$ cat config.mk
export PLATFORM = sky130hd
export DESIGN_NAME = sliding_window_reduce
export DESIGN_NICKNAME = d
export VERILOG_FILES = /design/src/swr_pkg.sv /design/src/swr_cell.sv /design/src/swr_modu.sv /design/src/sliding_window_reduce.sv
export SDC_FILE = /design/constraint.sdc
export NUM_CORES = 2
export LEC_CHECK = 0
export ABC_AREA = 1
export BUFFER_PORTS_ARGS = -buffer_cell sky130_fd_sc_hd__buf_2
export CAP_MARGIN = 5
export CORE_MARGIN = 2
export CORE_UTILIZATION = 40
export CTS_CLUSTER_SIZE = 25
export DETAILED_ROUTE_END_ITERATION = 10
export SLEW_MARGIN = 20
export SYNTH_ARGS = -nofsm -noshare
export SYNTH_HDL_FRONTEND = slang
export SYNTH_SLANG_ARGS = --single-unit
export TNS_END_PERCENT = 100
$ cat constraint.sdc
create_clock -name clk -period 110.5 [get_ports clk]
set_clock_uncertainty 0.2 [all_clocks]
set_input_delay 27.625 -clock clk [delete_from_list [all_inputs] [get_ports clk]]
set_output_delay 27.625 -clock clk [all_outputs]
set_load 0.01 [all_outputs]
$ cat src/swr_pkg.sv
`timescale 1ns / 1ps
package swr_pkg;

	localparam int MAX_WINDOW_DEF = 32;
	localparam int MAX_STREAM_DEF = 4096;
	localparam int TAIL_LIMIT     = 64;
	localparam int CFG_IDX_W      = 8;
	localparam int CFG_DATA_W     = 13;

	typedef enum logic [1:0] {
		OP_SUM = 2'd0,
		OP_MIN = 2'd1,
		OP_MAX = 2'd2,
		OP_RSV = 2'd3
	} op_t;

	typedef enum logic [CFG_IDX_W-1:0] {
		REG_OP     = 8'd0,
		REG_PAD    = 8'd1,
		REG_SIGNED = 8'd2,
		REG_WIDE   = 8'd3,
		REG_LEN    = 8'd4,
		REG_STEP   = 8'd5,
		REG_LPAD   = 8'd6,
		REG_COUNT  = 8'd7
	} reg_t;

	typedef enum logic [2:0] {
		S_IDLE,
		S_MUL,
		S_TEST,
		S_MOD,
		S_ACC,
		S_OUT
	} state_t;

	typedef struct packed {
		op_t  op;
		logic sgn;
		logic wide;
	} lane_cfg_t;

	function automatic logic [63:0] lane_mask(input logic wide);
		return wide ? 64'hFFFF_FFFF_FFFF_FFFF : 64'h0000_0000_FFFF_FFFF;
	endfunction

	function automatic logic [63:0] sign_bit(input logic wide);
		return wide ? 64'h8000_0000_0000_0000 : 64'h0000_0000_8000_0000;
	endfunction

	function automatic logic [63:0] order_key(input lane_cfg_t c, input logic [63:0] v);
		return c.sgn ? (v ^ sign_bit(c.wide)) : v;
	endfunction

	function automatic logic [63:0] identity(input lane_cfg_t c);
		logic [63:0] r;
		r = '0;
		case (c.op)
			OP_MIN:  r = c.sgn ? (lane_mask(c.wide) ^ sign_bit(c.wide)) : lane_mask(c.wide);
			OP_MAX:  r = c.sgn ? sign_bit(c.wide) : 64'd0;
			default: r = '0;
		endcase
		return r;
	endfunction

	function automatic logic [63:0] reduce2(input lane_cfg_t c, input logic [63:0] a,
			input logic [63:0] b);
		logic [63:0] r;
		r = a;
		case (c.op)
			OP_MIN:  r = (order_key(c, b) < order_key(c, a)) ? b : a;
			OP_MAX:  r = (order_key(c, b) > order_key(c, a)) ? b : a;
			default: r = (a + b) & lane_mask(c.wide);
		endcase
		return r;
	endfunction

endpackage

$ cat src/swr_cell.sv
`timescale 1ns / 1ps
module swr_cell
	import swr_pkg::*;
(
	input  logic        clk,
	input  logic        shift,
	input  logic [63:0] d,
	output logic [63:0] q
);

	logic [63:0] val_q;

	always_ff @(posedge clk) begin
		if (shift) begin
			val_q <= d;
		end
	end

	assign q = val_q;

endmodule

$ cat src/swr_modu.sv
`timescale 1ns / 1ps
module swr_modu
	import swr_pkg::*;
#(
	parameter int DIVISOR = MAX_WINDOW_DEF,
	parameter int POS_W   = 19
) (
	input  logic                         clk,
	input  logic                         arst_n,
	input  logic                         go,
	input  logic [POS_W-1:0]             dividend,
	output logic                         done,
	output logic [$clog2(DIVISOR)-1:0]   rem
);

	localparam int IdxW = $clog2(DIVISOR);
	localparam int ShW  = POS_W + IdxW;
	localparam int MulW = ShW + 1;
	localparam int ProdW = POS_W + MulW;
	localparam logic [MulW-1:0] RECIP =
		MulW'(((64'd1 << ShW) + 64'(DIVISOR) - 64'd1) / 64'(DIVISOR));

	logic             vld_s1;
	logic [POS_W-1:0] div_s1;
	logic [ProdW-1:0] prod_s1;
	logic [POS_W-1:0] quo;
	logic [POS_W-1:0] rem_full;

	always_ff @(posedge clk or negedge arst_n) begin
		if (!arst_n) begin
			vld_s1 <= 1'b0;
		end else begin
			vld_s1 <= go;
		end
	end

	always_ff @(posedge clk) begin
		if (go) begin
			div_s1  <= dividend;
			prod_s1 <= ProdW'(dividend) * ProdW'(RECIP);
		end
	end

	always_comb begin
		quo      = prod_s1[ShW +: POS_W];
		rem_full = div_s1 - quo * POS_W'(DIVISOR);
	end

	assign done = vld_s1;
	assign rem  = rem_full[IdxW-1:0];

endmodule

$ cat src/sliding_window_reduce.sv
`timescale 1ns / 1ps
// Sliding window sum / min / max over a sample stream with left padding.
// Input channel: sample and end_of_stream move on in_valid high, in_stall low.
// Output channel: reduced, window_index, final_result, tail_truncated move on
// out_valid high, out_stall low. Config: cfg_index / cfg_data written on
// cfg_valid with cfg_ready, which is always high; write only while idle.
// Samples shift into a row of MAX_WINDOW cells, newest at the head.
// Each sample passes the start multiply and the window test. Each result
// passes them too, then the ring offset remainder by reciprocal multiply
// (skipped on tail-only windows), a pass over every window position through
// the shared reducer, and the output state; the result holds there for as
// long as out_stall stays high, and no sample is taken meanwhile. At
// end_of_stream up to 64 results follow that sample.
// Reset returns the configuration to its defaults and starts a new stream;
// the cells themselves are not cleared and are never read before written.
module sliding_window_reduce
	import swr_pkg::*;
#(
	parameter int MAX_WINDOW = MAX_WINDOW_DEF,
	parameter int MAX_STREAM = MAX_STREAM_DEF
) (
	input  logic                  clk,
	input  logic                  arst_n,
	input  logic                  in_valid,
	output logic                  in_stall,
	input  logic [63:0]           sample,
	input  logic                  end_of_stream,
	output logic                  out_valid,
	input  logic                  out_stall,
	output logic [63:0]           reduced,
	output logic [11:0]           window_index,
	output logic                  final_result,
	output logic                  tail_truncated,
	input  logic                  cfg_valid,
	output logic                  cfg_ready,
	input  logic [CFG_IDX_W-1:0]  cfg_index,
	input  logic [CFG_DATA_W-1:0] cfg_data
);

	localparam int IdxW = $clog2(MAX_WINDOW);
	localparam int CntW = $clog2(MAX_STREAM + 1);
	localparam int PosW = $clog2(MAX_STREAM * 64 + 128) + 1;

	op_t         op_q;
	logic        pmode_q;
	logic        sgn_q;
	logic        wide_q;
	logic [5:0]  len_q;
	logic [5:0]  step_q;
	logic [5:0]  lpad_q;
	logic [12:0] count_q;

	state_t      state_q;
	state_t      state_nxt;
	logic        eos_q;
	logic [PosW-1:0] have_q;
	logic [CntW-1:0] nw_q;
	logic [6:0]  n_q;
	logic [PosW-1:0] start_s1;
	logic [PosW-1:0] p_q;
	logic [5:0]  k_q;
	logic [IdxW-1:0] idx_q;
	logic [63:0] acc_q;
	logic [63:0] first_q;

	lane_cfg_t   lcfg;
	logic [5:0]  eff_len;
	logic [5:0]  eff_step;
	logic [5:0]  eff_pad;
	logic [CntW-1:0] eff_cnt;
	logic        in_xfer;
	logic        out_xfer;
	logic        store;
	logic [63:0] s_masked;
	logic        emit_ok;
	logic        d_neg;
	logic [PosW-1:0] d_val;
	logic        mod_go;
	logic        mod_done;
	logic [IdxW-1:0] mod_rem;
	logic        last_k;
	logic [63:0] v_cur;
	logic [63:0] taps [MAX_WINDOW];
	logic        is_last_nw;

	assign lcfg     = '{op: op_q, sgn: sgn_q, wide: wide_q};
	assign eff_len  = (len_q == 6'd0) ? 6'd1 :
		((32'(len_q) > 32'(MAX_WINDOW)) ? 6'(MAX_WINDOW) : len_q);
	assign eff_step = (step_q == 6'd0) ? 6'd1 : step_q;
	assign eff_pad  = (lpad_q > eff_len) ? eff_len : lpad_q;
	assign eff_cnt  = (count_q == 13'd0) ? CntW'(1) :
		((32'(count_q) > 32'(MAX_STREAM)) ? CntW'(MAX_STREAM) : CntW'(count_q));

	assign in_xfer  = in_valid && !in_stall;
	assign out_xfer = out_valid && !out_stall;
	assign store    = in_xfer && (nw_q < eff_cnt);
	assign s_masked = sample & lane_mask(wide_q);

	always_ff @(posedge clk or negedge arst_n) begin
		if (!arst_n) begin
			op_q    <= OP_SUM;
			pmode_q <= 1'b0;
			sgn_q   <= 1'b1;
			wide_q  <= 1'b1;
			len_q   <= 6'd3;
			step_q  <= 6'd1;
			lpad_q  <= 6'd1;
			count_q <= 13'd4096;
		end else if (cfg_valid && cfg_ready) begin
			unique case (cfg_index)
				REG_OP:     op_q    <= op_t'(cfg_data[1:0]);
				REG_PAD:    pmode_q <= cfg_data[0];
				REG_SIGNED: sgn_q   <= cfg_data[0];
				REG_WIDE:   wide_q  <= cfg_data[0];
				REG_LEN:    len_q   <= cfg_data[5:0];
				REG_STEP:   step_q  <= cfg_data[5:0];
				REG_LPAD:   lpad_q  <= cfg_data[5:0];
				REG_COUNT:  count_q <= cfg_data;
				default:    ;
			endcase
		end
	end

	for (genvar c = 0; c < MAX_WINDOW; c++) begin : g_cell
		if (c == 0) begin : g_head
			swr_cell u_cell (.clk(clk), .shift(store), .d(s_masked), .q(taps[c]));
		end else begin : g_body
			swr_cell u_cell (.clk(clk), .shift(store), .d(taps[c-1]), .q(taps[c]));
		end
	end

	swr_modu #(
		.DIVISOR(MAX_WINDOW),
		.POS_W  (PosW)
	) u_modu (
		.clk     (clk),
		.arst_n  (arst_n),
		.go      (mod_go),
		.dividend(d_val),
		.done    (mod_done),
		.rem     (mod_rem)
	);

	assign emit_ok = (nw_q < eff_cnt) && (n_q < 7'(TAIL_LIMIT)) &&
		(eos_q || ((PosW+1)'(start_s1) + (PosW+1)'(eff_len) <=
		(PosW+1)'(eff_pad) + (PosW+1)'(have_q)));
	assign d_neg   = ((PosW+1)'(have_q) + (PosW+1)'(eff_pad)) < ((PosW+1)'(start_s1) + 1'b1);
	assign d_val   = have_q + PosW'(eff_pad) - PosW'(1) - start_s1;
	assign mod_go  = (state_q == S_TEST) && emit_ok && !d_neg;
	assign last_k  = (k_q == eff_len - 6'd1);

	always_comb begin
		if (p_q < PosW'(eff_pad)) begin
			v_cur = pmode_q ? first_q : identity(lcfg);
		end else if (p_q - PosW'(eff_pad) < have_q) begin
			v_cur = taps[idx_q];
		end else begin
			v_cur = pmode_q ? taps[0] : identity(lcfg);
		end
	end

	always_comb begin
		state_nxt = state_q;
		unique case (state_q)
			S_IDLE: if (in_xfer) state_nxt = S_MUL;
			S_MUL:  state_nxt = S_TEST;
			S_TEST: begin
				if (!emit_ok) state_nxt = S_IDLE;
				else if (d_neg) state_nxt = S_ACC;
				else state_nxt = S_MOD;
			end
			S_MOD:  if (mod_done) state_nxt = S_ACC;
			S_ACC:  if (last_k) state_nxt = S_OUT;
			S_OUT:  if (out_xfer) state_nxt = S_MUL;
			default: state_nxt = S_IDLE;
		endcase
	end

	always_ff @(posedge clk or negedge arst_n) begin
		if (!arst_n) begin
			state_q <= S_IDLE;
			eos_q   <= 1'b0;
			have_q  <= '0;
			nw_q    <= '0;
			n_q     <= '0;
		end else begin
			state_q <= state_nxt;
			if (in_xfer) begin
				eos_q <= end_of_stream;
				n_q   <= '0;
			end
			if (store) begin
				have_q <= have_q + 1'b1;
			end
			if (out_xfer) begin
				nw_q <= nw_q + 1'b1;
				n_q  <= n_q + 1'b1;
			end
			if (state_q == S_TEST && !emit_ok && eos_q) begin
				have_q <= '0;
				nw_q   <= '0;
			end
		end
	end

	always_ff @(posedge clk) begin
		if (store && have_q == '0) begin
			first_q <= s_masked;
		end
		if (state_q == S_MUL) begin
			start_s1 <= PosW'(nw_q) * PosW'(eff_step);
		end
		if (state_q == S_TEST) begin
			p_q   <= start_s1;
			k_q   <= '0;
			idx_q <= '0;
		end
		if (state_q == S_MOD && mod_done) begin
			idx_q <= mod_rem;
		end
		if (state_q == S_ACC) begin
			acc_q <= (k_q == 6'd0) ? v_cur : reduce2(lcfg, acc_q, v_cur);
			k_q   <= k_q + 6'd1;
			p_q   <= p_q + 1'b1;
			idx_q <= (idx_q == '0) ? IdxW'(MAX_WINDOW - 1) : idx_q - 1'b1;
		end
	end

	assign is_last_nw = (nw_q + 1'b1 == eff_cnt);

	always_comb begin
		in_stall       = (state_q != S_IDLE);
		out_valid      = (state_q == S_OUT);
		reduced        = acc_q;
		window_index   = 12'(nw_q);
		final_result   = is_last_nw || (eos_q && n_q == 7'(TAIL_LIMIT - 1));
		tail_truncated = eos_q && (n_q == 7'(TAIL_LIMIT - 1)) && !is_last_nw;
	end

	assign cfg_ready = 1'b1;

`ifndef SYNTHESIS
	a_trunc_final: assert property (@(posedge clk) disable iff (!arst_n)
		tail_truncated |-> final_result)
		else $error("truncation flag without final result");
	a_out_blocks_in: assert property (@(posedge clk) disable iff (!arst_n)
		out_valid |-> in_stall)
		else $error("sample taken while a result is pending");
	a_final_restart: assert property (@(posedge clk) disable iff (!arst_n)
		(out_xfer && tail_truncated) |=> !out_valid)
		else $error("result after truncated tail");
`endif

endmodule
* Yosys cells after proc, flatten, opt, wreduce, memory -nomap -nowiden
Index checks and enable logic that the tools add are counted.
** Storage, ports and cells
- Register bits after elaboration :: 2312
- Input port bits :: 91
- Output and inout bits :: 81
- Logic and storage cells :: 200
** Operators by class
- Add/subtract/negate cells :: 16
- Multipliers :: 1
- Magnitude comparators :: 12
- Eq/ne operators :: 23
- Multiplexer cells :: 45
- Bitwise operators :: 6
- Reductions and logical operators :: 44
** Operators with widths (count)
- two-way mux 64 bit :: 15
- binary-select mux 64 bit (select 5 bit) :: 1
- one-hot mux 64 bit (2 select lines) :: 2
- XOR 64 bit :: 3
- bitwise AND 64 bit :: 2
- two-way mux 20 bit :: 4
- adder 64 bit :: 1
- > comparator 64 bit :: 1
- < comparator 64 bit :: 1
- two-way mux 13 bit :: 4
- adder 20 x 1 -> 20 bit (second input constant) :: 2
- two-way mux 6 bit :: 6
- == test 8 x 3 -> 1 bit (second input constant) :: 4
- adder 20 x 6 -> 21 bit :: 1
- less-or-equal comparator 20 x 21 -> 1 bit :: 1
- < comparator 21 x 20 -> 1 bit :: 1
- adder 19 x 1 -> 20 bit (second input constant) :: 1
- adder 19 x 6 -> 20 bit :: 1
- zero test 20 bit :: 1
- < comparator 20 bit :: 1
- < comparator 20 x 6 -> 1 bit :: 1
- two-way mux 5 bit :: 4
- subtractor 20 x 6 -> 20 bit :: 1
- multiplier 13 x 6 -> 19 bit :: 1
- other kinds (43) :: 87

* Logic depth before layout (Yosys ltp)
- Depth in word-level cells :: 15
- Depth in mapped cells :: 56
- Gate-level depth less buffers :: 54

* Cells and area by module
A second synthesis with hierarchy kept.
** Second synthesis, totals
- Cells, all modules :: 9428
- Area total of the unflattened synthesis :: 106139.3 µm²
** Modules (own cells, without submodules)
- swr_cell :: times used 32, cells an instance 64, area each 1921.8 µm², seq. area each 1921.8 µm²
- sliding_window_reduce :: times used 1, cells an instance 7374, area each 44465.1 µm², seq. area each 7355.8 µm²
- swr_modu :: times used 1, cells an instance 6, area each 175.2 µm², seq. area each 175.2 µm²

* Worst setup path before layout
Ideal clock, no wire load.
- Kind :: input port to flip-flop
- Start point :: input port in_valid
- End point :: register first_q[0] (enable)
- Setup time :: 0.486 ns
- Data arrival time :: 88.109 ns
- Required time :: 109.814 ns
- Path slack :: 21.705 ns
- Cell stages on the path :: 4
- Buffers on the path :: 0
- Cells stage by stage :: nand3_1 nor2_2 inv_1 nor2_1
** Between the ends
- Longest elaborated chain between the ends :: 3
** RTL lines
- start, declared :: line sliding_window_reduce.sv:24 : input logic in_valid,
- logical AND 1 bit :: line sliding_window_reduce.sv:94 : assign in_xfer = in_valid && !in_stall;
- logical AND 1 bit :: line sliding_window_reduce.sv:96 : assign store = in_xfer && (nw_q < eff_cnt);
- via g_cell[0].g_head.u_cell.shift :: line swr_cell.sv:6 : input logic shift,
- logical AND 1 bit :: line sliding_window_reduce.sv:207 : if (store && have_q == '0) begin
- end signal, assigned :: line sliding_window_reduce.sv:208 : first_q <= s_masked;
- end, declared :: line sliding_window_reduce.sv:64 : logic [63:0] first_q;
The timed path passes the listed nets, and every way through them passes these cells.
A chain may end at the register's enable or synchronous reset.

* Worst setup path in the final report
- Start point :: input port in_valid
- End point :: register g_cell[29].g_body.u_cell.val_q[2] (enable)
** Between the ends
- Longest elaborated chain between the ends :: 2
** RTL lines
- logical AND 1 bit :: line sliding_window_reduce.sv:94
- logical AND 1 bit :: line sliding_window_reduce.sv:96
- via g_cell[0].g_head.u_cell.shift :: line swr_cell.sv:6
- end signal, assigned :: line swr_cell.sv:15 : val_q <= d;
- end, declared :: line swr_cell.sv:11 : logic [63:0] val_q;
The timed path passes the listed nets, and every way through them passes these cells.

==> flow_metrics.py <==
metrics = {
    "setup_path": {
        "worstPathArrival_ps": 33420,
        "cp_slowest_cell": "buf_4",
        "critPathRequiredTime_ps": 110820,
        "cp_slowest_stage_delay_ps": 970,
        "crit_buf_inv": 6,
        "cp-end-kind": "flip-flop",
        "critPathKind": "in -> reg",
        "cp_max_fo": 172,
        "critPathTopFamily": "buffers and inverters",
        "path_cells": "buf_2 > nand3_1 > nor2_4 > buf_4 > buf_12 > buf_4 > buf_4 > buf_4",
        "cp-start-kind": "primary input",
        "path_common_cell": "buf_4",
    },
    "sta": {
        "setup_ws_ps": 77400,
        "slew_headroom_pct": 21.2,
        "fmax_mhz": 30.2,
        "fin_crit_sh_pct": 30.0,
        "fin_setup_tns_ps": 0,
        "finalSetupViolations": 0,
        "slew_violations": 0,
        "timing.hold.ws_ps": 162,
        "hold_viol": 0,
        "tightest_slew_ps": 1170,
        "period_needed_ps": 33100,
        "rsz0062_at_grt": "false",
    },
    "run_status": {
        "outcome": "complete, no violations",
    },
    "power_and_ir_drop": {
        "leakagePower_nw": 42.4,
        "finalPower_mw": 3.44,
        "power_frac_seq_pct": 39.8,
        "swShare_pct": 40.3,
        "netSwitchingPower_mw": 1.39,
        "clkPwrFrac_pct": 23.7,
        "power_per_cell_area_nw_per_um2": 29.3,
        "p_int_mw": 2.05,
        "peakVddDrop_v": 0.0000251,
        "power_frac_comb_pct": 36.5,
    },
    "synth": {
        "netlist_top_cells_area": "edfxtp_1 (63%), o21ai_0 (6.1%), nor2_1 (5.0%), nand2_1 (3.7%), ha_1 (3.1%)",
        "postSynthCellCount": 9415,
        "yosysTopAreaCell": "edfxtp_1",
        "async_flop_share_pct": 3.50,
        "synth-seq-cells": 2312,
        "synth_area_sq_um": 106000,
        "avgSynthCellArea_sq_um": 11.2,
        "synth_ff_type": "edfxtp_1",
        "ys_types": 64,
        "ys_seq_area_share_pct": 65.4,
        "synth_edf_count": 2231,
        "synth_top_area_share_pct": 63.4,
        "syn_nets": 9823,
        "ys_warn_count": 0,
    },
    "clock_tree": {
        "cts_resized": 0,
        "clk_pin_slew_worst_paths_ps": 60,
        "post_cts_buffers": 0,
        "numCtsBuffers": 247,
        "cts.sinks": 2312,
        "cts-root-buf": "clkbuf_16",
        "cts_htree_levels": 4,
        "clockBufferDepth": 4,
        "cts_tree": "built",
        "clock_latency_ps": 940,
        "cts_hold_buf": 0,
    },
    "route": {
        "post_drt_wl_per_cell_um": 23.4,
        "first_pass_iters": 6,
        "drt_iter0_drc": 8121,
        "drc": 0,
        "vias_per_cell": 5.63,
        "vias": 73900,
        "antenna_left": 0,
        "routed_wl_um": 307000,
    },
    "floorplanning": {
        "core-area_sq_um": 263000,
        "die-area_sq_um": 268000,
        "dieHeight_um": 518,
        "num_rows": 188,
        "initial_core_util_pct": 40.2,
        "boundaryPins": 172,
        "die_w_um": 518,
    },
    "cells_and_area": {
        "syn2layout_area_growth_pct": 11.1,
        "layoutNonFillerInstCount": 13100,
        "fill_cells": 24300,
        "drive_gt1_share_pct": 7.40,
        "final_nets": 9812,
    },
    "placement": {
        "post-place-ws_ps": 76520,
        "hpwl_um": 198000,
        "gp_congestion": 0.933,
        "io_buffers": 170,
        "placed_cells": 12700,
    },
    "run": {
        "maxCapViolCount": 0,
    },
    "global_route": {
        "grt_pass1_wl_um": 459000,
        "grt_use_total_pct": 22.1,
        "overflow": 0,
        "grt_antenna_before_repair": 5,
        "grt_pass1_vias": 71100,
        "grt_start_max_net_pins": 227,
    },
    "min_path": {
        "worstHoldPathType": "reg -> reg",
    },
}
==> placed cells by master (no fill, tap or decap), types with 146 or more instances in the layout <==
master / instances
edfxtp_1: 2231
nand3_1: 312
nor2_1: 1408
ha_1: 263
buf_2: 169
nand2_1: 1053
inv_1: 683
o22ai_1: 285
o21ai_0: 1284
a21oi_1: 376
clkbuf_16: 249
o211ai_1: 146
==> flip-flops by register name (all words and copies together) (netlist names), 6 cells and up <==
register                count
count_q                    13
first_q                    64
g_cell.g_body.u_cell.q   1984
g_cell.g_head.u_cell.q     64
have_q                     20
k_q                         6
len_q                       6
lpad_q                      6
n_q                         7
nw_q                       13
p_q                        20
reduced                    64
start_s1                   19
step_q                      6
==> kinds of logic (layout without fill, tap and decap cells) <==
family | count (synthesis) | in the layout | share of synthesized area [%]
and+or+nand+nor | 2962 | 2962 | 11.3
AOI/OAI and AO/OA | 2429 | 2429 | 13.0
DFF | 2312 | 2312 | 65.4
buffers and inverters | 1234 | 1429 | 4.84
adders and majority gates | 317 | 317 | 4.14
xor gates and xnor gates | 155 | 155 | 1.29
muxes | 5 | 5 | 0.0521
other | 1 | 5 | 0.00355
==> final cells by class <==
class	instances	area, sq um	area share (%)
multi-input cells	5869	31500	26.9
clock buffers	294	6450	5.50
flip-flops and latches	2312	69000	58.8
diodes	4	10.0	0.00853
clock inverters	161	1400	1.19
repair buffers	275	1890	1.61
inverters	699	2660	2.26
well taps	3515	4400	3.75
==> through the flow <==
stage               instance area (sq um)  utilization, %
floorplan                          106000               -
global placement                   110000            41.7
detailed placement                 110000            41.7
CTS                                117000            44.7
global route                       117000            44.7
finish                             117000            44.7
==> cells in the mapped netlist, types with 5 or more instances <==
master / instances
nand3_1: 313
edfxtp_1: 2231
a211oi_1: 11
nor2_2: 8
nand4_1: 45
nand2_2: 5
fa_1: 54
o21ai_1: 56
o31ai_1: 16
dfrtp_1: 74
clkbuf_1: 300
or2_2: 9
inv_1: 684
o221ai_1: 136
nand3_2: 5
buf_6: 10
inv_2: 11
o211ai_1: 146
nor3_1: 59
a21boi_0: 13
a21oi_1: 376
dfstp_2: 7
nor4_1: 25
o21ai_0: 1285
xor2_1: 130
a31oi_1: 60
ha_1: 263
o21bai_1: 15
buf_2: 134
o22ai_1: 285
nor2_1: 1414
o21a_1: 6
xnor2_1: 25
a21o_1: 6
nand3b_1: 8
buf_1: 28
buf_4: 63
nand2_1: 1055
==> power groups by stage <==
stage	Combinational (mW)	Clock [mW]	Sequential, mW
after global routing	1.37	0.864	1.39
after floorplan	0.800	0	1.75
after CTS	1.24	0.832	1.37
after detailed placement	1.24	0	1.38
final	1.25	0.816	1.37
after global placement	1.23	0	1.37
==> metal layers <==
metal	global-route usage (%)	routed length, um	up-vias
met4	7.61	10900	2
met1	31.9	135000	37100
met5	0	11	-
met3	3.21	21000	447
li1	-	-	33600
met2	34.1	140000	2815
==> path summary, 6_finish.rpt <==
path                                               start                             to  slack [ps]  cells after the start
min in group asynchronous                         arst_n                     count_q[8]       26530                      1
setup reg to reg                                len_q[3]                    reduced[35]       97980                     48
hold reg to reg            g_cell[2].g_body.u_cell.q[24]  g_cell[3].g_body.u_cell.q[24]         160                      0
setup / recovery                                in_valid  g_cell[29].g_body.u_cell.q[2]       77400                      8
hold / removal             g_cell[2].g_body.u_cell.q[24]  g_cell[3].g_body.u_cell.q[24]         160                      0
max in group asynchronous                         arst_n                        pmode_q       82320                      2
(Power assumes the default switching activity.)
